[config.mk]
export PLATFORM = sky130hd
export DESIGN_NAME = periodic_task_dispatcher_unit
export DESIGN_NICKNAME = d
export VERILOG_FILES = /design/src/rtl/ptd_pkg.sv /design/src/rtl/ptd_ram.sv /design/src/rtl/ptd_front.sv /design/src/rtl/ptd_queue.sv /design/src/rtl/ptd_back.sv /design/src/rtl/periodic_task_dispatcher_unit.sv
export VERILOG_INCLUDE_DIRS = /design/src /design/src/rtl
export SDC_FILE = /design/constraint.sdc
export NUM_CORES = 2
export LEC_CHECK = 0
export ABC_AREA = 1
export BUFFER_PORTS_ARGS = -buffer_cell sky130_fd_sc_hd__buf_2
export CORE_MARGIN = 8
export CORE_UTILIZATION = 57
export DETAILED_ROUTE_END_ITERATION = 6
export HOLD_SLACK_MARGIN = 0.08
export PLACE_DENSITY = 0.72
export SLEW_MARGIN = 20
export SYNTH_ARGS = -nofsm -noshare
export SYNTH_HDL_FRONTEND = slang
export SYNTH_SLANG_ARGS = --single-unit
[constraint.sdc]
create_clock -name clk -period 8.7 [get_ports clk]
set_input_delay 1.74 -clock clk [delete_from_list [all_inputs] [get_ports clk]]
set_output_delay 1.74 -clock clk [all_outputs]
set_load 0.02 [all_outputs]
[src/rtl/periodic_task_dispatcher_unit_macros.svh]
// Assertion macros used by the dispatcher back end.
`ifndef PERIODIC_TASK_DISPATCHER_UNIT_MACROS_SVH
`define PERIODIC_TASK_DISPATCHER_UNIT_MACROS_SVH

// The consequent must hold in the same cycle as the antecedent.
`define PTD_ASSERT_SAME(lbl, ant, cons, msg) \
	lbl: assert property (@(posedge clk) disable iff (!arst_n) (ant) |-> (cons)) \
		else $error(msg);

// The consequent must hold in the cycle after the antecedent.
`define PTD_ASSERT_NEXT(lbl, ant, cons, msg) \
	lbl: assert property (@(posedge clk) disable iff (!arst_n) (ant) |=> (cons)) \
		else $error(msg);

`endif

[src/rtl/ptd_pkg.sv]
// Package with the types and constants of the periodic task dispatcher.
`default_nettype none
package ptd_pkg;

	// Operation codes of an input item.
	localparam logic OP_LOAD = 1'b0;
	localparam logic OP_TICK = 1'b1;

	// Fixed field widths and limits.
	localparam int INDEX_W     = 4;
	localparam int RANK_W      = 8;
	localparam int INTERVAL_W  = 31;
	localparam int TIME_W      = 32;
	localparam int COUNT_CFG_W = 5;
	localparam int READY_LIMIT = 16;
	localparam int QUEUE_DEPTH = 4;

	// One transfer from the scanner to the sorter.
	typedef struct packed {
		logic                mark;
		logic [INDEX_W-1:0]  idx;
		logic [RANK_W-1:0]   rank;
	} ptd_entry_t;

	// Queue status seen by both sides.
	typedef struct packed {
		logic full;
		logic empty;
	} ptd_q_status_t;

	typedef enum logic [1:0] {
		F_IDLE,
		F_ISSUE,
		F_CHECK,
		F_MARK
	} ptd_front_state_t;

	typedef enum logic {
		B_COLLECT,
		B_EMIT
	} ptd_back_state_t;

endpackage
`default_nettype wire

[src/rtl/ptd_ram.sv]
// Generic single-write, single-read RAM with a registered read port.
`default_nettype none
module ptd_ram #(
	parameter int WIDTH = 8,
	parameter int DEPTH = 16
) (
	input  wire logic                     clk,
	input  wire logic                     we,
	input  wire logic [$clog2(DEPTH)-1:0] waddr,
	input  wire logic [WIDTH-1:0]         wdata,
	input  wire logic                     re,
	input  wire logic [$clog2(DEPTH)-1:0] raddr,
	output logic      [WIDTH-1:0]         rdata
);

	logic [WIDTH-1:0] mem_q [DEPTH];

	// Write port and registered read port.
	always_ff @(posedge clk) begin
		if (we) begin
			mem_q[waddr] <= wdata;
		end
		if (re) begin
			rdata <= mem_q[raddr];
		end
	end

endmodule
`default_nettype wire

[src/rtl/ptd_front.sv]
// Front end: accepts items, holds the slot tables and scans slots for due tasks.
`default_nettype none
module ptd_front #(
	parameter int MAX_TASKS = 16
) (
	input  wire logic                                clk,
	input  wire logic                                arst_n,
	input  wire logic                                accept,
	input  wire logic                                operation,
	input  wire logic [ptd_pkg::INDEX_W-1:0]         task_slot,
	input  wire logic [ptd_pkg::TIME_W-1:0]          time_us,
	input  wire logic [ptd_pkg::INTERVAL_W-1:0]      period_us,
	input  wire logic [ptd_pkg::RANK_W-1:0]          task_priority,
	input  wire logic                                enable,
	input  wire logic [ptd_pkg::COUNT_CFG_W-1:0]     tasks_in_use,
	input  wire ptd_pkg::ptd_q_status_t              q_status,
	output logic                                     push,
	output ptd_pkg::ptd_entry_t                      push_entry,
	output logic                                     busy
);

	localparam int AW = (MAX_TASKS > 1) ? $clog2(MAX_TASKS) : 1;
	localparam int CW = $clog2(MAX_TASKS + 1);
	localparam int FW = $clog2(ptd_pkg::READY_LIMIT + 1);
	localparam int TW = ptd_pkg::INTERVAL_W + ptd_pkg::RANK_W;

	ptd_pkg::ptd_front_state_t state_q, state_d;

	logic [CW-1:0]                   slot_q;
	logic [CW-1:0]                   limit_q;
	logic [CW-1:0]                   limit_d;
	logic [FW-1:0]                   found_q;
	logic [ptd_pkg::TIME_W-1:0]      now_q;
	logic [MAX_TASKS-1:0]            active_q;

	logic                            slot_ok;
	logic                            load_wr;
	logic                            upd_wr;
	logic                            take;
	logic                            slot_due;
	logic                            rd_en;
	logic [ptd_pkg::TIME_W-1:0]      elapsed;
	logic [ptd_pkg::TIME_W-1:0]      rd_last;
	logic [TW-1:0]                   rd_task;
	logic                            last_we;
	logic [AW-1:0]                   last_waddr;
	logic [ptd_pkg::TIME_W-1:0]      last_wdata;

	// Load qualification and the clamped scan length.
	always_comb begin
		slot_ok = int'(task_slot) < MAX_TASKS;
		load_wr = accept && (operation == ptd_pkg::OP_LOAD) && slot_ok;
		if (int'(tasks_in_use) > MAX_TASKS) begin
			limit_d = CW'(MAX_TASKS);
		end else begin
			limit_d = CW'(tasks_in_use);
		end
	end

	// Wrap-safe due test on the slot data just read.
	always_comb begin
		elapsed  = now_q - rd_last;
		slot_due = active_q[slot_q[AW-1:0]] && !elapsed[ptd_pkg::TIME_W-1] &&
			(elapsed[ptd_pkg::INTERVAL_W-1:0] >= rd_task[TW-1:ptd_pkg::RANK_W]);
	end

	// Next state.
	always_comb begin
		state_d = state_q;
		case (state_q)
			ptd_pkg::F_IDLE: begin
				if (accept && (operation == ptd_pkg::OP_TICK)) begin
					state_d = ptd_pkg::F_ISSUE;
				end
			end
			ptd_pkg::F_ISSUE: begin
				if (slot_q == limit_q) begin
					state_d = ptd_pkg::F_MARK;
				end else begin
					state_d = ptd_pkg::F_CHECK;
				end
			end
			ptd_pkg::F_CHECK: begin
				if (!(take && q_status.full)) begin
					state_d = ptd_pkg::F_ISSUE;
				end
			end
			ptd_pkg::F_MARK: begin
				if (!q_status.full) begin
					state_d = ptd_pkg::F_IDLE;
				end
			end
			default: state_d = ptd_pkg::F_IDLE;
		endcase
	end

	// Outputs of the scanner.
	always_comb begin
		busy  = state_q != ptd_pkg::F_IDLE;
		rd_en = (state_q == ptd_pkg::F_ISSUE) && (slot_q != limit_q);
		take  = (state_q == ptd_pkg::F_CHECK) && slot_due &&
			(found_q < FW'(ptd_pkg::READY_LIMIT));
		upd_wr = take && !q_status.full;
		push   = upd_wr || ((state_q == ptd_pkg::F_MARK) && !q_status.full);
		push_entry.mark = state_q == ptd_pkg::F_MARK;
		push_entry.idx  = ptd_pkg::INDEX_W'(slot_q);
		push_entry.rank = rd_task[ptd_pkg::RANK_W-1:0];
		last_we    = load_wr || upd_wr;
		last_waddr = upd_wr ? slot_q[AW-1:0] : AW'(task_slot);
		last_wdata = upd_wr ? now_q : time_us;
	end

	// Control registers and the active flags.
	always_ff @(posedge clk or negedge arst_n) begin
		if (!arst_n) begin
			state_q  <= ptd_pkg::F_IDLE;
			slot_q   <= '0;
			found_q  <= '0;
			active_q <= '0;
		end else begin
			state_q <= state_d;
			if (load_wr) begin
				active_q[AW'(task_slot)] <= enable;
			end
			if ((state_q == ptd_pkg::F_IDLE) && (state_d == ptd_pkg::F_ISSUE)) begin
				slot_q  <= '0;
				found_q <= '0;
			end else if ((state_q == ptd_pkg::F_CHECK) && (state_d == ptd_pkg::F_ISSUE)) begin
				slot_q <= slot_q + CW'(1);
				if (upd_wr) begin
					found_q <= found_q + FW'(1);
				end
			end
		end
	end

	// Tick time and scan length for the run in progress.
	always_ff @(posedge clk) begin
		if ((state_q == ptd_pkg::F_IDLE) && (state_d == ptd_pkg::F_ISSUE)) begin
			now_q   <= time_us;
			limit_q <= limit_d;
		end
	end

	// Last dispatch times, written by loads and by dispatches.
	ptd_ram #(
		.WIDTH(ptd_pkg::TIME_W),
		.DEPTH(MAX_TASKS)
	) u_last_ram (
		.clk  (clk),
		.we   (last_we),
		.waddr(last_waddr),
		.wdata(last_wdata),
		.re   (rd_en),
		.raddr(slot_q[AW-1:0]),
		.rdata(rd_last)
	);

	// Interval and rank, written by loads only.
	ptd_ram #(
		.WIDTH(TW),
		.DEPTH(MAX_TASKS)
	) u_task_ram (
		.clk  (clk),
		.we   (load_wr),
		.waddr(AW'(task_slot)),
		.wdata({period_us, task_priority}),
		.re   (rd_en),
		.raddr(slot_q[AW-1:0]),
		.rdata(rd_task)
	);

endmodule
`default_nettype wire

[src/rtl/ptd_queue.sv]
// Short queue carrying due slots from the scanner to the sorter.
`default_nettype none
module ptd_queue (
	input  wire logic                  clk,
	input  wire logic                  arst_n,
	input  wire logic                  push,
	input  wire ptd_pkg::ptd_entry_t   push_entry,
	input  wire logic                  pop,
	output ptd_pkg::ptd_entry_t        head,
	output ptd_pkg::ptd_q_status_t     status
);

	localparam int PW = $clog2(ptd_pkg::QUEUE_DEPTH);
	localparam int NW = $clog2(ptd_pkg::QUEUE_DEPTH + 1);

	ptd_pkg::ptd_entry_t entries_q [ptd_pkg::QUEUE_DEPTH];
	logic [PW-1:0]       wr_ptr_q;
	logic [PW-1:0]       rd_ptr_q;
	logic [NW-1:0]       count_q;

	// Status and head of the queue.
	always_comb begin
		status.full  = count_q == NW'(ptd_pkg::QUEUE_DEPTH);
		status.empty = count_q == '0;
		head         = entries_q[rd_ptr_q];
	end

	// Pointers and fill count.
	always_ff @(posedge clk or negedge arst_n) begin
		if (!arst_n) begin
			wr_ptr_q <= '0;
			rd_ptr_q <= '0;
			count_q  <= '0;
		end else begin
			if (push) begin
				wr_ptr_q <= wr_ptr_q + PW'(1);
			end
			if (pop) begin
				rd_ptr_q <= rd_ptr_q + PW'(1);
			end
			if (push && !pop) begin
				count_q <= count_q + NW'(1);
			end else if (pop && !push) begin
				count_q <= count_q - NW'(1);
			end
		end
	end

	// Entry storage.
	always_ff @(posedge clk) begin
		if (push) begin
			entries_q[wr_ptr_q] <= push_entry;
		end
	end

endmodule
`default_nettype wire

[src/rtl/ptd_back.sv]
// Back end: sorts the due slots of a tick by rank and delivers the results.
`default_nettype none
`include "periodic_task_dispatcher_unit_macros.svh"
module ptd_back (
	input  wire logic                          clk,
	input  wire logic                          arst_n,
	input  wire ptd_pkg::ptd_entry_t           head,
	input  wire ptd_pkg::ptd_q_status_t        q_status,
	output logic                               pop,
	output logic                               busy,
	output logic                               result_strobe,
	output logic [ptd_pkg::INDEX_W-1:0]        task_index,
	output logic                               dispatched,
	output logic                               last_of_tick
);

	localparam int LN = ptd_pkg::READY_LIMIT;
	localparam int NW = $clog2(LN + 1);

	ptd_pkg::ptd_back_state_t state_q, state_d;

	logic [ptd_pkg::RANK_W-1:0]  rank_q [LN];
	logic [ptd_pkg::INDEX_W-1:0] idx_q  [LN];
	logic [NW-1:0]               count_q;
	logic [LN-1:0]               gt;
	logic                        insert;

	// Entries ranked strictly above the newcomer move one place down.
	always_comb begin
		for (int k = 0; k < LN; k++) begin
			gt[k] = (k < int'(count_q)) && (rank_q[k] > head.rank);
		end
	end

	// Next state.
	always_comb begin
		state_d = state_q;
		case (state_q)
			ptd_pkg::B_COLLECT: begin
				if (!q_status.empty && head.mark) begin
					state_d = ptd_pkg::B_EMIT;
				end
			end
			ptd_pkg::B_EMIT: begin
				if (count_q <= NW'(1)) begin
					state_d = ptd_pkg::B_COLLECT;
				end
			end
			default: state_d = ptd_pkg::B_COLLECT;
		endcase
	end

	// Handshake outputs.
	always_comb begin
		pop    = (state_q == ptd_pkg::B_COLLECT) && !q_status.empty;
		insert = pop && !head.mark;
		busy   = state_q == ptd_pkg::B_EMIT;
	end

	// Control state and the result strobe.
	always_ff @(posedge clk or negedge arst_n) begin
		if (!arst_n) begin
			state_q       <= ptd_pkg::B_COLLECT;
			count_q       <= '0;
			result_strobe <= 1'b0;
		end else begin
			state_q       <= state_d;
			result_strobe <= state_q == ptd_pkg::B_EMIT;
			if (insert) begin
				count_q <= count_q + NW'(1);
			end else if ((state_q == ptd_pkg::B_EMIT) && (count_q != '0)) begin
				count_q <= count_q - NW'(1);
			end
		end
	end

	// Sorted list and the result payload.
	always_ff @(posedge clk) begin
		if (insert) begin
			for (int k = 0; k < LN; k++) begin
				if ((k > 0) && gt[(k > 0) ? k - 1 : 0]) begin
					rank_q[k] <= rank_q[(k > 0) ? k - 1 : 0];
					idx_q[k]  <= idx_q[(k > 0) ? k - 1 : 0];
				end else if (gt[k] || (k == int'(count_q))) begin
					rank_q[k] <= head.rank;
					idx_q[k]  <= head.idx;
				end
			end
		end else if (state_q == ptd_pkg::B_EMIT) begin
			for (int k = 0; k < LN - 1; k++) begin
				rank_q[k] <= rank_q[k + 1];
				idx_q[k]  <= idx_q[k + 1];
			end
		end
		if (state_q == ptd_pkg::B_EMIT) begin
			if (count_q == '0) begin
				task_index   <= '0;
				dispatched   <= 1'b0;
				last_of_tick <= 1'b1;
			end else begin
				task_index   <= idx_q[0];
				dispatched   <= 1'b1;
				last_of_tick <= count_q == NW'(1);
			end
		end
	end

	`PTD_ASSERT_NEXT(a_gap_after_last, result_strobe && last_of_tick, !result_strobe,
		"result strobe straight after the last result of a tick")
	`PTD_ASSERT_SAME(a_no_pop_in_emit, state_q == ptd_pkg::B_EMIT, !pop,
		"queue popped while results are being delivered")
	`PTD_ASSERT_SAME(a_empty_result, result_strobe && !dispatched,
		last_of_tick && (task_index == '0), "empty result not marked as final")

endmodule
`default_nettype wire

[src/rtl/periodic_task_dispatcher_unit.sv]
// Load item: writes its slot when it is taken and gives no result.
// Tick item: each scanned slot goes through the registered table read and the
// due check, then the results are issued one per cycle. The next item is
// taken once the last result has been issued. Results cannot be stalled by
// the receiver. Reset clears the task count, every active flag and all control
// state.
`default_nettype none
module periodic_task_dispatcher_unit #(
	parameter int MAX_TASKS = 16
) (
	input  wire logic                                clk,
	input  wire logic                                arst_n,
	input  wire logic                                start,
	output logic                                     busy,
	input  wire logic                                operation,
	input  wire logic [ptd_pkg::INDEX_W-1:0]         task_slot,
	input  wire logic [ptd_pkg::TIME_W-1:0]          time_us,
	input  wire logic [ptd_pkg::INTERVAL_W-1:0]      period_us,
	input  wire logic [ptd_pkg::RANK_W-1:0]          task_priority,
	input  wire logic                                enable,
	input  wire logic                                cfg_we,
	input  wire logic [ptd_pkg::COUNT_CFG_W-1:0]     cfg_wdata,
	output logic                                     result_strobe,
	output logic [ptd_pkg::INDEX_W-1:0]              task_index,
	output logic                                     dispatched,
	output logic                                     last_of_tick
);

	logic [ptd_pkg::COUNT_CFG_W-1:0] tasks_in_use_q;
	logic                            accept;
	logic                            front_busy;
	logic                            back_busy;
	logic                            push;
	logic                            pop;
	ptd_pkg::ptd_entry_t             push_entry;
	ptd_pkg::ptd_entry_t             head;
	ptd_pkg::ptd_q_status_t          q_status;

	// Busy while any part of the block still holds work.
	always_comb begin
		busy   = front_busy || !q_status.empty || back_busy;
		accept = start && !busy;
	end

	// Task count register.
	always_ff @(posedge clk or negedge arst_n) begin
		if (!arst_n) begin
			tasks_in_use_q <= '0;
		end else if (cfg_we) begin
			tasks_in_use_q <= cfg_wdata;
		end
	end

	ptd_front #(
		.MAX_TASKS(MAX_TASKS)
	) u_front (
		.clk          (clk),
		.arst_n       (arst_n),
		.accept       (accept),
		.operation    (operation),
		.task_slot    (task_slot),
		.time_us      (time_us),
		.period_us    (period_us),
		.task_priority(task_priority),
		.enable       (enable),
		.tasks_in_use (tasks_in_use_q),
		.q_status     (q_status),
		.push         (push),
		.push_entry   (push_entry),
		.busy         (front_busy)
	);

	ptd_queue u_queue (
		.clk       (clk),
		.arst_n    (arst_n),
		.push      (push),
		.push_entry(push_entry),
		.pop       (pop),
		.head      (head),
		.status    (q_status)
	);

	ptd_back u_back (
		.clk          (clk),
		.arst_n       (arst_n),
		.head         (head),
		.q_status     (q_status),
		.pop          (pop),
		.busy         (back_busy),
		.result_strobe(result_strobe),
		.task_index   (task_index),
		.dispatched   (dispatched),
		.last_of_tick (last_of_tick)
	);

endmodule
`default_nettype wire

==> impl_metrics.py <==
metrics = {
    "run_status": {
        "status": "finished clean",
    },
    "synth": {
        "synth_edf_count": 1494,
        "yosysSeqAreaShare_pct": 68.0,
        "syn_area_per_cell_um2": 11.6,
        "yosysWarningCount": 0,
        "netlist_area_um2": 67700,
        "synthDominantCellAreaShare_pct": 66.3,
        "synthTopCellsByArea": "edfxtp_1 (66%), o21ai_0 (6.0%), nand2_1 (4.7%)",
        "yosysMostFrequentCell": "edfxtp_1",
        "yosys.area.top_type": "edfxtp_1",
        "synth_common_cells": "edfxtp_1 (1494), nand2_1 (848), o21ai_0 (805)",
        "synth.distinct_cells": 56,
        "synthCells": 5847,
        "synthFlopType": "edfxtp_1",
        "synth_seq_cells": 1541,
        "synth_nets": 6137,
        "synthArstFlopShare_pct": 3.05,
    },
    "timing": {
        "period_minus_slack_ps": 6280,
        "setup_ws_ps": 2420,
        "period_share_pct": 72.2,
        "tightestPinTransition_ps": 1160,
        "relSlewSlack_pct": 22.4,
        "hold_ws_ps": 487,
        "setup_viol": 0,
        "tns_ps": 0,
        "max_freq_ghz": 0.159,
        "finalHoldViolCount": 0,
        "drv_slew": 0,
        "rsz0062_at_grt": "false",
        "finClkSkew_ps": 42.4,
    },
    "clock_network": {
        "cts_max_level": 4,
        "hold_buffers": 0,
        "cts_setup_buffers": 0,
        "clkTransAtPathRegs_ps": 70,
        "cts_resized": 0,
        "clock_latency_ps": 790,
        "cts_tree": "done",
        "cts_buffers": 154,
        "clockBufferDepth": 3,
        "cts_root_buf": "clkbuf_16",
        "clock_sinks": 1541,
    },
    "floorplan": {
        "floorplan.initialDensity_pct": 57.4,
        "die_h_um": 361,
        "core_area_um2": 118000,
        "die_area_um2": 130000,
        "die_x_um": 361,
        "ios": 94,
        "num_rows": 126,
    },
    "layout": {
        "layout.core_utilization_pct": 63.7,
        "instances_no_fill": 7536,
        "fin_nets": 6155,
        "post-route-cell-area_um2": 75200,
        "syn_to_final_growth_pct": 11.0,
        "drive_gt1_share_pct": 8.25,
    },
    "global_routing": {
        "grt_antenna_before_repair": 15,
        "overflow": 0,
        "grt_usage_pct": 26.8,
        "grt_pass1_wl_um": 270000,
        "grt_pass1_vias": 44800,
        "grt_max_degree": 213,
    },
    "power_and_ir_drop": {
        "power_leakage_nw": 26.9,
        "p_per_area_nw_per_um2": 361,
        "peakVddDrop_mv": 0.272,
        "total_power_mw": 27.1,
    },
    "placement": {
        "place_area_um2": 69800,
        "gp_congestion": 0.910,
        "dp_hpwl_um": 106000,
        "placed_cells": 7236,
        "dp_slack_ps": 2510,
        "portBuffers": 93,
    },
    "worst_setup_path": {
        "cp-start-kind": "flip-flop",
        "arrival_ps": 6650,
        "end_kind": "flip-flop",
        "crit_slowest_cell": "nor2_4",
        "path_common_cell": "nand2_1",
        "crit_path_max_incr_delay_ps": 950,
        "cp_top_family": "simple AND/OR/NAND/NOR gates",
        "required_ps": 9070,
        "crit_type": "reg -> reg",
        "critPathMaxFanout": 69,
        "cp_num_buf_inv": 3,
    },
    "min_path": {
        "hold_class": "reg -> reg",
    },
    "routing": {
        "first_pass_iters": 6,
        "num_vias": 46500,
        "drtIter0Drc": 5445,
        "vias_per_cell": 6.17,
        "drcViolationCount": 0,
        "wire_per_inst_um": 23.8,
        "drtAntennaViolNets": 0,
        "routed_wl_um": 180000,
    },
    "run": {
        "cap_violations": 0,
    },
}
## area by class of cell
| class | instances | area [um2] |
|---|---|---|
| clock buffers | 187 | 4030 |
| fillers | 8815 | 42800 |
| inverters | 314 | 1200 |
| well taps | 1536 | 1920 |
| flip-flops and latches | 1541 | 46100 |
| diodes | 10 | 25.0 |
| clock inverters | 94 | 1070 |
| multi-input cells | 3667 | 19400 |
| repair buffers | 187 | 1410 |
## sequential cells by signal, indices dropped and copies added, names as in the netlist, 16 cells and up
name,cells
u_queue.entries_q,52
u_front.active_q,16
u_back.rank_q,128
u_front.u_task_ram.rdata,39
u_front.now_q,32
u_back.idx_q,64
u_front.u_last_ram.rdata,32
u_front.u_last_ram.mem_q,512
u_front.u_task_ram.mem_q,624
## layer usage
layer  part of all wire, %  wire length (um)  global-route usage [%]  vias up
li1                      -                 -                       -    21200
met1                    40             71000                    35.6    22500
met2                    48             85800                    43.9     2315
met3                   8.3             15000                    4.22      401
met4                   4.3              7730                    11.6        6
met5                 0.020                36                       0        -
## power breakdown
group	internal (mW)	total (mW)	switching (mW)	leakage [nW]
Clock	3.79	6.67	2.88	2.44
Combinational	2.99	10.3	7.28	10.2
Sequential	9.50	10.2	0.661	14.3
Total	16.3	27.1	10.8	26.9
## final timing paths
kind                                              from                              to  slack, ps  cells after the start
min reg2reg                u_front.u_task_ram.rdata[1]         u_queue.entries_q[1][1]        490                      0
max reg2reg                u_front.u_last_ram.rdata[0]  u_front.u_last_ram.mem_q[5][4]       2420                     27
max in group asynchronous                       arst_n               u_front.slot_q[1]       7010                      2
min in group asynchronous                       arst_n               u_back.count_q[0]       1080                      2
min                        u_front.u_task_ram.rdata[1]         u_queue.entries_q[1][1]        490                      0
max                        u_front.u_last_ram.rdata[0]  u_front.u_last_ram.mem_q[5][4]       2420                     27
## worst register-to-register path, stage by stage, from the launching register on
cell and delay, ps:
edfxtp_1 370, ha_1 250, fa_1 470, nand3b_1 180, nand2_1 230, a21oi_1 110, o21bai_1 260, nand3_1 130
nand3b_1 190, a21oi_1 110, xnor2_1 140, ha_1 340, nand2_1 110, inv_1 50, nand2_1 60, nand2_1 50
nand2_1 50, nand2_1 50, a21oi_1 120, nand3_1 150, nand2_1 110, inv_2 90, nand3_4 150, buf_4 610
nand2_1 120, nand2_1 120, nand3_1 320, nor2_4 950
## kinds of logic after synthesis
logic type	share of synthesized area (%)
xor+xnor	0.595
buf+inv	3.69
mux	0.0499
fa+ha+maj	3.79
flops	68.0
simple gates	11.7
compound gates	12.2
## cells in the final DEF (no fill, tap or decap), types with 156 or more instances in the layout
master / count
nand3_1: 267
o22ai_1: 212
ha_1: 202
a21oi_1: 178
o21ai_0: 782
inv_1: 300
nor2_1: 729
clkbuf_16: 156
nand2_1: 848
edfxtp_1: 1494
Power figures use the tool's default switching activity.
